[config.mk]
export PLATFORM = sky130hd
export DESIGN_NAME = hot_position_access_profiler
export DESIGN_NICKNAME = d
export VERILOG_FILES = /design/src/rtl/core/hpap_pkg.sv /design/src/rtl/core/hot_position_access_profiler.sv /design/src/rtl/core/hpap_ctrl.sv /design/src/rtl/core/hpap_dp.sv
export SDC_FILE = /design/constraint.sdc
export NUM_CORES = 2
export LEC_CHECK = 0
export ABC_AREA = 1
export ABC_CLOCK_PERIOD_IN_PS = 8630
export BUFFER_PORTS_ARGS = -buffer_cell sky130_fd_sc_hd__buf_2
export CAP_MARGIN = 10
export CORE_ASPECT_RATIO = 0.9
export CORE_MARGIN = 8
export CORE_UTILIZATION = 35
export DETAILED_ROUTE_END_ITERATION = 10
export PLACE_DENSITY = 0.45
export SETUP_SLACK_MARGIN = 0.1
export SLEW_MARGIN = 0
export SYNTH_ARGS = -nofsm -noshare
export SYNTH_HDL_FRONTEND = slang
export SYNTH_HIERARCHICAL = 1
export SYNTH_SLANG_ARGS = --single-unit
[constraint.sdc]
create_clock -name clk -period 8.63 [get_ports clk]
set_input_delay 0.863 -clock clk [delete_from_list [all_inputs] [get_ports clk]]
set_output_delay 0.863 -clock clk [all_outputs]
set_load 0.005 [all_outputs]
[src/rtl/core/hpap_pkg.sv]
// Package for the hot position access profiler.
// Holds field widths, action and register codes, item and control structs,
// and the small helper functions used by the datapath.
package hpap_pkg;

    // Default depth of the position table.
    localparam int TRACKED_ENTRIES_DEF = 4;

    // Field and counter widths.
    localparam int POS_W     = 31;
    localparam int CNT_W     = 32;
    localparam int FRAC_W    = 16;
    localparam int ACT_W     = 2;
    localparam int NUM_CFG   = 6;
    localparam int CFG_IDX_W = 3;

    // Counters stop at all ones.
    localparam logic [CNT_W-1:0] CNT_MAX = '1;

    // Action codes.
    localparam logic [ACT_W-1:0] ACT_NONE = 2'd0;
    localparam logic [ACT_W-1:0] ACT_COLD = 2'd1;
    localparam logic [ACT_W-1:0] ACT_EXIT = 2'd2;

    // Configuration register indexes.
    localparam logic [CFG_IDX_W-1:0] CFG_OFFSET_COLD  = 3'd0;
    localparam logic [CFG_IDX_W-1:0] CFG_OFFSET_EXIT  = 3'd1;
    localparam logic [CFG_IDX_W-1:0] CFG_GENERAL_EXIT = 3'd2;
    localparam logic [CFG_IDX_W-1:0] CFG_MISSING_COLD = 3'd3;
    localparam logic [CFG_IDX_W-1:0] CFG_SMALL        = 3'd4;
    localparam logic [CFG_IDX_W-1:0] CFG_COW_COLD     = 3'd5;

    // One access event.
    typedef struct packed {
        logic             position_valid;
        logic [POS_W-1:0] position;
        logic             small_static;
        logic             array_empty;
        logic             key_known_missing;
        logic             no_copy_on_write;
    } evt_t;

    // One profile decision.
    typedef struct packed {
        logic [ACT_W-1:0] offset_action;
        logic [POS_W-1:0] offset_position;
        logic             small_hint;
        logic [ACT_W-1:0] empty_action;
        logic [ACT_W-1:0] missing_action;
        logic [ACT_W-1:0] nocow_action;
    } res_t;

    // Commands from the controller to the datapath.
    typedef struct packed {
        logic                 capture;
        logic                 update;
        logic                 scan_step;
        logic                 mul_en;
        logic [CFG_IDX_W-1:0] mul_sel;
        logic                 cmp_en;
        logic [CFG_IDX_W-1:0] cmp_sel;
        logic                 emit;
    } ctl_cmd_t;

    // Status from the datapath to the controller.
    typedef struct packed {
        logic scan_last;
    } ctl_sts_t;

    // Saturating increment of a counter.
    function automatic logic [CNT_W-1:0] sat_inc(input logic [CNT_W-1:0] c);
        sat_inc = (c == CNT_MAX) ? c : c + 1'b1;
    endfunction

    // Exit wins over cold; neither gives no action.
    function automatic logic [ACT_W-1:0] pick_action(input logic exit_met,
                                                     input logic cold_met);
        if (exit_met)
        begin
            pick_action = ACT_EXIT;
        end
        else if (cold_met)
        begin
            pick_action = ACT_COLD;
        end
        else
        begin
            pick_action = ACT_NONE;
        end
    endfunction

endpackage

[src/rtl/core/hot_position_access_profiler.sv]
// Hot position access profiler: one event item in, one decision item out.
// Each item runs through these steps before the next one is accepted: it is
// taken in, the table and counters are updated, a scan over every table
// entry builds the total and finds the hottest entry, the shared multiplier
// forms total times each of the six fractions for the share compares, and
// the result register is loaded. A waiting result does not block the next item
// from being accepted. Configuration writes are always ready and take effect
// at once; write them only while the block is idle. Depends on hpap_pkg,
// hpap_ctrl and hpap_dp.
module hot_position_access_profiler
#(
    parameter int TRACKED_ENTRIES = hpap_pkg::TRACKED_ENTRIES_DEF
)
(
    input  logic                              clk,
    input  logic                              rst_n,
    input  logic                              cfg_valid,
    output logic                              cfg_ready,
    input  logic [hpap_pkg::CFG_IDX_W-1:0]    cfg_index,
    input  logic [hpap_pkg::FRAC_W-1:0]       cfg_data,
    input  logic                              evt_valid,
    output logic                              evt_stall,
    input  hpap_pkg::evt_t                    evt_data,
    output logic                              res_valid,
    input  logic                              res_stall,
    output hpap_pkg::res_t                    res_data
);

    hpap_pkg::ctl_cmd_t cmd;
    hpap_pkg::ctl_sts_t sts;
    logic               cfg_we;

    // Register writes are taken every cycle.
    assign cfg_ready = 1'b1;
    assign cfg_we    = cfg_valid && cfg_ready;

    hpap_ctrl u_ctrl
    (
        .clk       (clk),
        .rst_n     (rst_n),
        .evt_valid (evt_valid),
        .evt_stall (evt_stall),
        .res_valid (res_valid),
        .res_stall (res_stall),
        .cmd       (cmd),
        .sts       (sts)
    );

    hpap_dp
    #(
        .TRACKED_ENTRIES (TRACKED_ENTRIES)
    )
    u_dp
    (
        .clk       (clk),
        .rst_n     (rst_n),
        .cmd       (cmd),
        .sts       (sts),
        .evt_data  (evt_data),
        .cfg_we    (cfg_we),
        .cfg_index (cfg_index),
        .cfg_data  (cfg_data),
        .res_data  (res_data)
    );

endmodule

[src/rtl/core/hpap_ctrl.sv]
// Controller of the hot position access profiler.
// Sequences update, table scan, threshold evaluation and result hand-off.
// Depends on hpap_pkg for the command and status structs.
module hpap_ctrl
(
    input  logic                clk,
    input  logic                rst_n,
    input  logic                evt_valid,
    output logic                evt_stall,
    output logic                res_valid,
    input  logic                res_stall,
    output hpap_pkg::ctl_cmd_t  cmd,
    input  hpap_pkg::ctl_sts_t  sts
);

    localparam logic [2:0] ST_IDLE   = 3'd0;
    localparam logic [2:0] ST_UPDATE = 3'd1;
    localparam logic [2:0] ST_SCAN   = 3'd2;
    localparam logic [2:0] ST_EVAL   = 3'd3;
    localparam logic [2:0] ST_EMIT   = 3'd4;

    // Evaluation runs one product per fraction plus one trailing compare step.
    localparam logic [hpap_pkg::CFG_IDX_W-1:0] EVAL_LAST =
        hpap_pkg::CFG_IDX_W'(hpap_pkg::NUM_CFG);

    logic [2:0]                       state_reg;
    logic [2:0]                       state_next;
    logic [hpap_pkg::CFG_IDX_W-1:0]   eval_reg;
    logic [hpap_pkg::CFG_IDX_W-1:0]   eval_next;
    logic                             res_valid_reg;
    logic                             res_valid_next;
    logic                             accept;
    logic                             res_free;
    logic                             in_eval;

    // Handshake decode.
    assign evt_stall = (state_reg != ST_IDLE);
    assign accept    = evt_valid && !evt_stall;
    assign res_free  = !res_valid_reg || !res_stall;
    assign res_valid = res_valid_reg;
    assign in_eval   = (state_reg == ST_EVAL);

    // Commands to the datapath.
    always_comb
    begin
        cmd           = '0;
        cmd.capture   = accept;
        cmd.update    = (state_reg == ST_UPDATE);
        cmd.scan_step = (state_reg == ST_SCAN);
        cmd.mul_en    = in_eval && (eval_reg != EVAL_LAST);
        cmd.mul_sel   = eval_reg;
        cmd.cmp_en    = in_eval && (eval_reg != '0);
        cmd.cmp_sel   = eval_reg - 1'b1;
        cmd.emit      = (state_reg == ST_EMIT) && res_free;
    end

    // Next state and evaluation step.
    always_comb
    begin
        state_next = state_reg;
        eval_next  = eval_reg;
        case (state_reg)
            ST_IDLE:
            begin
                if (accept)
                begin
                    state_next = ST_UPDATE;
                end
            end
            ST_UPDATE:
            begin
                state_next = ST_SCAN;
            end
            ST_SCAN:
            begin
                eval_next = '0;
                if (sts.scan_last)
                begin
                    state_next = ST_EVAL;
                end
            end
            ST_EVAL:
            begin
                eval_next = eval_reg + 1'b1;
                if (eval_reg == EVAL_LAST)
                begin
                    state_next = ST_EMIT;
                end
            end
            ST_EMIT:
            begin
                if (res_free)
                begin
                    state_next = ST_IDLE;
                end
            end
            default:
            begin
                state_next = ST_IDLE;
            end
        endcase
    end

    // The result stays offered until the receiver takes it.
    always_comb
    begin
        res_valid_next = res_valid_reg;
        if (cmd.emit)
        begin
            res_valid_next = 1'b1;
        end
        else if (!res_stall)
        begin
            res_valid_next = 1'b0;
        end
    end

    always_ff @(posedge clk or negedge rst_n)
    begin
        if (!rst_n)
        begin
            state_reg     <= ST_IDLE;
            eval_reg      <= '0;
            res_valid_reg <= 1'b0;
        end
        else
        begin
            state_reg     <= state_next;
            eval_reg      <= eval_next;
            res_valid_reg <= res_valid_next;
        end
    end

endmodule

[src/rtl/core/hpap_dp.sv]
// Datapath of the hot position access profiler.
// Holds the fractions, the position table, the flag counters, the scan,
// the shared multiplier and the result register. Depends on hpap_pkg.
module hpap_dp
#(
    parameter int TRACKED_ENTRIES = hpap_pkg::TRACKED_ENTRIES_DEF
)
(
    input  logic                              clk,
    input  logic                              rst_n,
    input  hpap_pkg::ctl_cmd_t                cmd,
    output hpap_pkg::ctl_sts_t                sts,
    input  hpap_pkg::evt_t                    evt_data,
    input  logic                              cfg_we,
    input  logic [hpap_pkg::CFG_IDX_W-1:0]    cfg_index,
    input  logic [hpap_pkg::FRAC_W-1:0]       cfg_data,
    output hpap_pkg::res_t                    res_data
);

    localparam int N      = TRACKED_ENTRIES;
    localparam int IDX_W  = (N > 1) ? $clog2(N) : 1;
    localparam int TOT_W  = hpap_pkg::CNT_W + $clog2(N + 1);
    localparam int PROD_W = TOT_W + hpap_pkg::FRAC_W;
    localparam int CNT_W  = hpap_pkg::CNT_W;
    localparam int POS_W  = hpap_pkg::POS_W;

    hpap_pkg::evt_t                 evt_reg;
    logic [hpap_pkg::FRAC_W-1:0]    frac_reg [hpap_pkg::NUM_CFG];

    logic [N-1:0]                   entry_valid_reg;
    logic [POS_W-1:0]               entry_pos_reg [N];
    logic [CNT_W-1:0]               entry_cnt_reg [N];

    logic [CNT_W-1:0]               untracked_reg;
    logic [CNT_W-1:0]               untracked_next;
    logic [CNT_W-1:0]               small_reg;
    logic [CNT_W-1:0]               empty_reg;
    logic [CNT_W-1:0]               missing_reg;
    logic [CNT_W-1:0]               nocow_reg;

    logic [IDX_W-1:0]               ptr_reg;
    logic [TOT_W-1:0]               total_reg;
    logic [CNT_W-1:0]               hot_cnt_reg;
    logic [POS_W-1:0]               hot_pos_reg;
    logic [PROD_W-1:0]              prod_reg;

    logic                           hot_cold_reg;
    logic                           hot_exit_reg;
    logic                           small_met_reg;
    logic                           empty_exit_reg;
    logic                           empty_cold_reg;
    logic                           missing_exit_reg;
    logic                           missing_cold_reg;
    logic                           nocow_exit_reg;
    logic                           nocow_cold_reg;

    hpap_pkg::res_t                 res_reg;
    hpap_pkg::res_t                 res_next;

    logic                           found;
    logic [IDX_W-1:0]               hit_idx;
    logic                           recorded;
    logic [CNT_W-1:0]               scan_cnt;
    logic                           scan_valid;
    logic [hpap_pkg::ACT_W-1:0]     hot_act;

    // Share test: count scaled by 2^16 against total times fraction.
    function automatic logic share_met(input logic [CNT_W-1:0] v,
                                       input logic [PROD_W-1:0] prod);
        share_met = PROD_W'({v, {hpap_pkg::FRAC_W{1'b0}}}) >= prod;
    endfunction

    // First entry that either holds this position or is still free.
    always_comb
    begin
        found   = 1'b0;
        hit_idx = '0;
        for (int k = 0; k < N; k++)
        begin
            if (!found && (!entry_valid_reg[k] ||
                           (entry_pos_reg[k] == evt_reg.position)))
            begin
                found   = 1'b1;
                hit_idx = IDX_W'(k);
            end
        end
    end

    assign recorded       = evt_reg.position_valid && found;
    assign untracked_next = recorded ? untracked_reg : hpap_pkg::sat_inc(untracked_reg);

    // Scan reads one table entry per cycle.
    assign scan_cnt     = entry_cnt_reg[ptr_reg];
    assign scan_valid   = entry_valid_reg[ptr_reg];
    assign sts.scan_last = (ptr_reg == IDX_W'(N - 1));

    // Configuration, valid bits, counters and scan pointer.
    always_ff @(posedge clk or negedge rst_n)
    begin
        if (!rst_n)
        begin
            for (int i = 0; i < hpap_pkg::NUM_CFG; i++)
            begin
                frac_reg[i] <= '0;
            end
            entry_valid_reg <= '0;
            untracked_reg   <= '0;
            small_reg       <= '0;
            empty_reg       <= '0;
            missing_reg     <= '0;
            nocow_reg       <= '0;
            ptr_reg         <= '0;
        end
        else
        begin
            if (cfg_we)
            begin
                for (int i = 0; i < hpap_pkg::NUM_CFG; i++)
                begin
                    if (cfg_index == hpap_pkg::CFG_IDX_W'(i))
                    begin
                        frac_reg[i] <= cfg_data;
                    end
                end
            end
            if (cmd.update)
            begin
                if (recorded)
                begin
                    entry_valid_reg[hit_idx] <= 1'b1;
                end
                untracked_reg <= untracked_next;
                if (evt_reg.small_static)
                begin
                    small_reg <= hpap_pkg::sat_inc(small_reg);
                end
                if (evt_reg.array_empty)
                begin
                    empty_reg <= hpap_pkg::sat_inc(empty_reg);
                end
                if (evt_reg.key_known_missing)
                begin
                    missing_reg <= hpap_pkg::sat_inc(missing_reg);
                end
                if (evt_reg.no_copy_on_write)
                begin
                    nocow_reg <= hpap_pkg::sat_inc(nocow_reg);
                end
                ptr_reg <= '0;
            end
            else if (cmd.scan_step && !sts.scan_last)
            begin
                ptr_reg <= ptr_reg + 1'b1;
            end
        end
    end

    // Table payload: count up a hit or fill the first free entry.
    always_ff @(posedge clk)
    begin
        if (cmd.update && recorded)
        begin
            for (int k = 0; k < N; k++)
            begin
                if (hit_idx == IDX_W'(k))
                begin
                    if (entry_valid_reg[k])
                    begin
                        entry_cnt_reg[k] <= hpap_pkg::sat_inc(entry_cnt_reg[k]);
                    end
                    else
                    begin
                        entry_pos_reg[k] <= evt_reg.position;
                        entry_cnt_reg[k] <= CNT_W'(1);
                    end
                end
            end
        end
    end

    // Item capture, total and hottest search, products and share flags.
    always_ff @(posedge clk)
    begin
        if (cmd.capture)
        begin
            evt_reg <= evt_data;
        end
        if (cmd.update)
        begin
            total_reg   <= TOT_W'(untracked_next);
            hot_cnt_reg <= '0;
            hot_pos_reg <= '0;
        end
        else if (cmd.scan_step && scan_valid)
        begin
            total_reg <= total_reg + TOT_W'(scan_cnt);
            if (scan_cnt > hot_cnt_reg)
            begin
                hot_cnt_reg <= scan_cnt;
                hot_pos_reg <= entry_pos_reg[ptr_reg];
            end
        end
        if (cmd.mul_en)
        begin
            prod_reg <= PROD_W'(total_reg) * PROD_W'(frac_reg[cmd.mul_sel]);
        end
        if (cmd.cmp_en)
        begin
            case (cmd.cmp_sel)
                hpap_pkg::CFG_OFFSET_COLD:
                begin
                    hot_cold_reg <= share_met(hot_cnt_reg, prod_reg);
                end
                hpap_pkg::CFG_OFFSET_EXIT:
                begin
                    hot_exit_reg <= share_met(hot_cnt_reg, prod_reg);
                end
                hpap_pkg::CFG_GENERAL_EXIT:
                begin
                    empty_exit_reg   <= share_met(empty_reg, prod_reg);
                    missing_exit_reg <= share_met(missing_reg, prod_reg);
                    nocow_exit_reg   <= share_met(nocow_reg, prod_reg);
                end
                hpap_pkg::CFG_MISSING_COLD:
                begin
                    empty_cold_reg   <= share_met(empty_reg, prod_reg);
                    missing_cold_reg <= share_met(missing_reg, prod_reg);
                end
                hpap_pkg::CFG_SMALL:
                begin
                    small_met_reg <= share_met(small_reg, prod_reg);
                end
                hpap_pkg::CFG_COW_COLD:
                begin
                    nocow_cold_reg <= share_met(nocow_reg, prod_reg);
                end
                default:
                begin
                end
            endcase
        end
        if (cmd.emit)
        begin
            res_reg <= res_next;
        end
    end

    // Assemble the decision; no hot entry means no offset action.
    always_comb
    begin
        hot_act = (hot_cnt_reg != '0) ? hpap_pkg::pick_action(hot_exit_reg, hot_cold_reg)
                                      : hpap_pkg::ACT_NONE;
        res_next                 = '0;
        res_next.offset_action   = hot_act;
        res_next.offset_position = (hot_act == hpap_pkg::ACT_NONE) ? '0 : hot_pos_reg;
        res_next.small_hint      = small_met_reg;
        res_next.empty_action    = hpap_pkg::pick_action(empty_exit_reg, empty_cold_reg);
        res_next.missing_action  = hpap_pkg::pick_action(missing_exit_reg, missing_cold_reg);
        res_next.nocow_action    = hpap_pkg::pick_action(nocow_exit_reg, nocow_cold_reg);
    end

    assign res_data = res_reg;

endmodule
Word-level counts from Yosys, hierarchy flattened
Memories as Yosys holds them, arrays and structs flattened. A register that Yosys moved wholly into a read port is not among the register bits.
Index checks and enable logic that the tools add are counted.
{ "totals": {"memories": 2, "in_bits": 60, "output_inout_bits": 43, "wordCells": 271, "register_bits": 472, "mem_bits_rw": 252} }
{ "mem_list": {"columns": ["memory", "depth", "word_bits", "read_ports", "rd_clocked_by_memory_dff", "wr", "line_no", "text"], "rows": [
  ["u_dp.entry_cnt_reg", 4, 32, 5, 0, 1, "hpap_dp.sv:32", "logic [CNT_W-1:0] entry_cnt_reg [N];"],
  ["u_dp.entry_pos_reg", 4, 31, 5, 1, 1, "hpap_dp.sv:31", "logic [POS_W-1:0] entry_pos_reg [N];"]
]} }
{ "op_classes": {"reduce_logical": 64, "order_cmp": 10, "n_mux": 92, "n_mul": 1, "n_bitwise": 10, "eq_ne": 38, "addsub": 13} }
{ "op_table": {"columns": ["operator", "count"], "rows": [
  ["$mux W32", 15],
  ["$add A32 B1 Y32 const B", 9],
  ["$eq A32 B32 Y1 const B", 9],
  ["$ge A48 B51 Y1", 5],
  ["$eq A31 B31 Y1", 4],
  ["$reduce_or A32 Y1", 3],
  ["$mux W31", 3],
  ["$reduce_or A31 Y1", 3],
  ["$mul A35 B16 Y51", 1],
  ["$mux W1", 51],
  ["$bmux W16 S3", 1],
  ["$add A35 B32 Y35", 1],
  ["$gt A32 B32 Y1", 1],
  ["$mux W16", 2],
  ["$reduce_bool A32 Y1", 1],
  ["$reduce_and A2 Y1", 14],
  ["$mux W2", 12],
  ["$eq A3 B2 Y1 const B", 6],
  ["$eq A3 B3 Y1 const B", 6],
  ["$pmux W3 S5", 1],
  ["$logic_and A1 B1 Y1", 12],
  ["$mux W3", 4],
  ["$reduce_and A3 Y1", 4],
  ["$logic_not A1 Y1", 11],
  ["other kinds (25)", 49]
]} }

Logic depth before layout (Yosys ltp)
An unclocked memory read counts as a cell.
{ "logic_depth": {"depth_word": 22, "mapped_depth": 35, "depth_no_buf": 33} }

Modules after synthesis
Netlist, hierarchy kept.
{ "by_module_without_submodules": {"columns": ["mod", "cells_each", "n_inst", "area_per_inst_um2", "seq_area_each_um2"], "rows": [
  ["hpap_dp", 7273, 1, 60281.6, 20169.3],
  ["hpap_ctrl", 62, 1, 457.9, 175.2],
  ["hot_position_access_profiler", 2, 1, 11.3, 0.0]
]} }

Worst setup path before layout
OpenSTA, ideal clock, no wires.
{ "synth_timing": {"kind": "register -> register", "startpoint": "register u_ctrl/eval_reg[2] in the netlist's numbering", "endpoint": "register u_dp.prod_reg[39] (data pin)", "arrival_time_ps": 6569, "path_slack_ps": 1802, "setup_time_ps": 258, "period_less_slack_ps": 6828, "path_stages_with_launch": 30, "n_path_buf": 2, "required_ps": 8372, "cell_sequence": "dfrtp_1 -> clkinv_1 -> nor2_1 -> buf_2 -> o21a_1 -> o21ai_0 -> nand2_1 -> clkbuf_1 -> nand2_1 -> fa_1 -> inv_1 -> fa_1 -> inv_1 -> fa_1 -> inv_1 -> fa_1 -> fa_1 -> inv_1 -> fa_1 -> inv_1 -> ha_1 -> a21oi_1 -> a21boi_0 -> nand2_1 -> nand2_1 -> nand2_1 -> a21oi_1 -> o21ai_0 -> a21oi_1 -> xnor2_1"} }
{ "synth_between": {"elab_chain_len": 5} }
{ "synth_rtl": {"columns": ["item", "line_no", "text"], "rows": [
  ["start: declaration", "hpap_ctrl.sv:28", "logic [hpap_pkg::CFG_IDX_W-1:0] eval_reg;"],
  ["start signal: assignment", "hpap_ctrl.sv:129", "eval_reg <= eval_next;"],
  ["$not A3 Y4 (implied by the code)", "hpap_dp.sv:205", "prod_reg <= PROD_W'(total_reg) * PROD_W'(frac_reg[cmd.mul_sel]);"],
  ["$bmux W16 S3", "hpap_dp.sv:205", null],
  ["$mux W16 (implied by the code) (2 in series)", "hpap_dp.sv:205", null],
  ["$mul A35 B16 Y51", "hpap_dp.sv:205", null],
  ["end signal: assignment", "hpap_dp.sv:205", null],
  ["end: declaration", "hpap_dp.sv:45", "logic [PROD_W-1:0] prod_reg;"]
]} }
No other way between the ends. The select of a mux whose other input is x is not followed.
A chain may end at the register's enable or synchronous reset.

Worst setup path after layout
{ "layout_timing": {"startpoint": "register u_ctrl/eval_reg[0] in the netlist's numbering", "endpoint": "register u_dp.prod_reg[39] (data pin)"} }
The elaborated chain is that of the path after synthesis.

==> reports/metrics.cfg <==
[status]
status = finished, final reports clean

[global_routing]
grt_first_pass_wirelength_um = 309000
first_global_vias = 49800
total_global_route_track_usage = 0.214
grt_antenna_before_repair = 4
grt_remaining_overflow = 0
maximum_number_of_pins_on_one_net_before_global_route_repair = 134

[cts]
cts_resized = 0
clk_transition_reported_paths_ns = 0.06
number_of_buffers_added_by_the_clock_tree_synthesis_step = 95
cts_max_level = 3
clock_insertion_delay_at_the_later_pin_of_the_skew_report_ns = 0.75
tritoncts_clock_tree = built
clockBufferDepth = 3
postCtsSetupBuffers = 0
cts.root.buffer_cell = sky130_fd_sc_hd__clkbuf_16
cts_hold_repair.buffers = 0
clkSinkCount = 755

[critical_path]
worstPathMaxFanout = 17
cp.required_ns = 9.08
critical_path_buf_inv_count = 8
cpMostUsedCell = sky130_fd_sc_hd__fa_1
critical_path.top_delay_family = adder cells
crit_slowest_cell = sky130_fd_sc_hd__fa_1
crit_path_max_incr_delay_ns = 0.59
crit_arrival_ns = 8.53
setup.worst_path.start_class = flip-flop
critical_path.endpoint_type = flip-flop
path_class = flip-flop to flip-flop

[routing]
detail_route.wirelength_um = 202000
count_of_nets_left_with_antenna_violations_after_detail_routing = 0
detail_route.wl_per_cell_um = 20.7
post_drt_via_cell_ratio = 5.04
route.vias.total = 49100
drt-pass1-iter-count = 6
dr.first_iter.drc_count = 3703
drt_drc = 0

[synth]
synth_async_sr_flop_share = 0.356
number_of_synthesized_flops_with_an_enable_pin = 388
synth-seq-area-share = 0.335
synth_nets = 8219
synthesized_area_mm2 = 0.0608
synth.avg_cell_area_um2 = 8.28
postSynth.topFlopCell = sky130_fd_sc_hd__edfxtp_1
postSynthRegisterBits = 755
yosys_warnings = 6
synth_cells = 7337
synth.lib_cells_used.distinct = 64

[place]
portBuffers = 101
dpl.hpwl_um = 153000
gp_congestion = 0.948

[floorplan]
ioPinCount = 103
initial_core_util = 0.351
floorplan.die.width_um = 455
core_area_mm2 = 0.173
dieArea_mm2 = 0.187
dieHeight_um = 411
rows = 145

[timing]
clock_skew_ns = 0.0610
finalCritPeriodShare = 0.937
finalSetupViolCount = 0
layout_min_cycle_time_ns = 8.08
max_freq_ghz = 0.124
slew_viol_final = 0
hold_viol = 0
grt_setup_unrepaired = false
timing.slew.headroom = 0.184
max_slew.worst_pin.slew_ns = 1.21
finalSetupTns_ns = 0

[worst_hold_path]
hold_path_class = primary input to asynchronous set/reset pin

[finish]
final_layout_size_suffix_gt1_frac = 0.0611
number_of_flip_flops_in_the_largest_register = 128
area_growth_pct = 10.7
finish.net_count = 8273
mostFrequentLayoutCell = sky130_fd_sc_hd__nand2_1
commonest_non_fill_non_tap_cells_in_the_layout = 1478 x sky130_fd_sc_hd__nand2_1, 1139 x sky130_fd_sc_hd__inv_1, 940 x sky130_fd_sc_hd__nor2_1

[job]
max_cap_violations = 0

[final cells by class]
cell class,count,area (µm²)
multi-input combinational,5161,35000
inverter,1172,4410
clock buffer,138,2720
tap,2278,2850
fill,18000,106000
antenna,1,2.50
clock inverter,42,586
sequential,755,20400
timing repair buffer,206,1360
[path summary, 6_finish.rpt]
check | start | to | slack [ns] | cells past startpoint
max in group asynchronous | rst_n | u_ctrl/eval_reg[0]$_DFFE_PN0P_ | 7.01 | 2
min in group clk | evt_data[4] | u_dp/evt_reg[4]$_DFFE_PP_ | 0.29 | 1
worst min-delay path | rst_n | u_dp/untracked_reg[11]$_DFFE_PN0P_ | 0.11 | 1
worst min register to register | u_dp/small_met_reg$_DFFE_PP_ | u_dp/res_data[6]$_DFFE_PP_ | 0.45 | 0
worst max register to register | u_ctrl/eval_reg[0]$_DFFE_PN0P_ | u_dp/prod_reg[39]$_DFFE_PP_ | 0.55 | 28
worst max-delay path | u_ctrl/eval_reg[0]$_DFFE_PN0P_ | u_dp/prod_reg[39]$_DFFE_PP_ | 0.55 | 28
[Yosys cell counts, types with 21 or more instances]
library cell	instances	area [µm²]
sky130_fd_sc_hd__o21ai_0	438	2190
sky130_fd_sc_hd__nand3b_1	52	390
sky130_fd_sc_hd__buf_1	21	78.8
sky130_fd_sc_hd__nor4_1	54	338
sky130_fd_sc_hd__o21a_1	30	225
sky130_fd_sc_hd__dfxtp_1	98	1960
sky130_fd_sc_hd__nand2_1	1482	5560
sky130_fd_sc_hd__buf_2	47	235
sky130_fd_sc_hd__o21ai_1	23	115
sky130_fd_sc_hd__a21oi_1	275	1380
sky130_fd_sc_hd__xor2_1	228	2000
sky130_fd_sc_hd__xnor2_1	174	1520
sky130_fd_sc_hd__nor2_1	943	3540
sky130_fd_sc_hd__dfrtp_1	269	6730
sky130_fd_sc_hd__o22ai_1	35	219
sky130_fd_sc_hd__nor3_1	122	611
sky130_fd_sc_hd__fa_1	461	9230
sky130_fd_sc_hd__nand3_1	214	1070
sky130_fd_sc_hd__nand4_1	92	576
sky130_fd_sc_hd__edfxtp_1	388	11700
sky130_fd_sc_hd__clkbuf_1	157	589
sky130_fd_sc_hd__ha_1	361	4520
sky130_fd_sc_hd__inv_1	1143	4290
[routing by layer]
layer / track usage / up-vias / wire [µm]
met5: 0 / - / 0
met2: 0.327 / 1222 / 87100
met1: 0.314 / 24200 / 97500
met3: 0.0344 / 253 / 11200
li1: - / 23500 / -
met4: 0.0558 / 0 / 5810
[worst reg2reg max path, delay by kind of cell, from the launching register on]
| kind | cells | cell delay [ns] |
|---|---|---|
| DFF | 1 | 0.39 |
| xor gates and xnor gates | 1 | 0.10 |
| AOI/OAI and AO/OA | 7 | 2.03 |
| buffers and inverters | 8 | 1.35 |
| adders and majority gates | 7 | 3.39 |
| and+or+nand+nor | 5 | 0.58 |
[metrics by stage]
step	worst slack, ns	util	cell area [µm²]	hold WS, ns	std cells
CTS	0.156	0.388	67200	0.0742	9751
finish	0.546	0.388	67200	0.111	9753
global route	0.166	0.388	67200	0.126	9752
floorplan	1.80	-	60800	0.400	7337
global placement	0.140	0.369	63900	0.441	9571
detailed placement	0.145	0.369	63900	0.443	9571
[cell families after synthesis]
| family | synth area share |
|---|---|
| xor+xnor | 0.0580 |
| buf+inv | 0.0908 |
| simple gates | 0.207 |
| fa+ha+maj | 0.226 |
| mux | 0.000185 |
| other cells | 0.0000617 |
| compound gates | 0.0825 |
| flops | 0.335 |
Power is not shown: default switching activity piles up to over one toggle a cycle in this logic, so the estimate is an artifact.
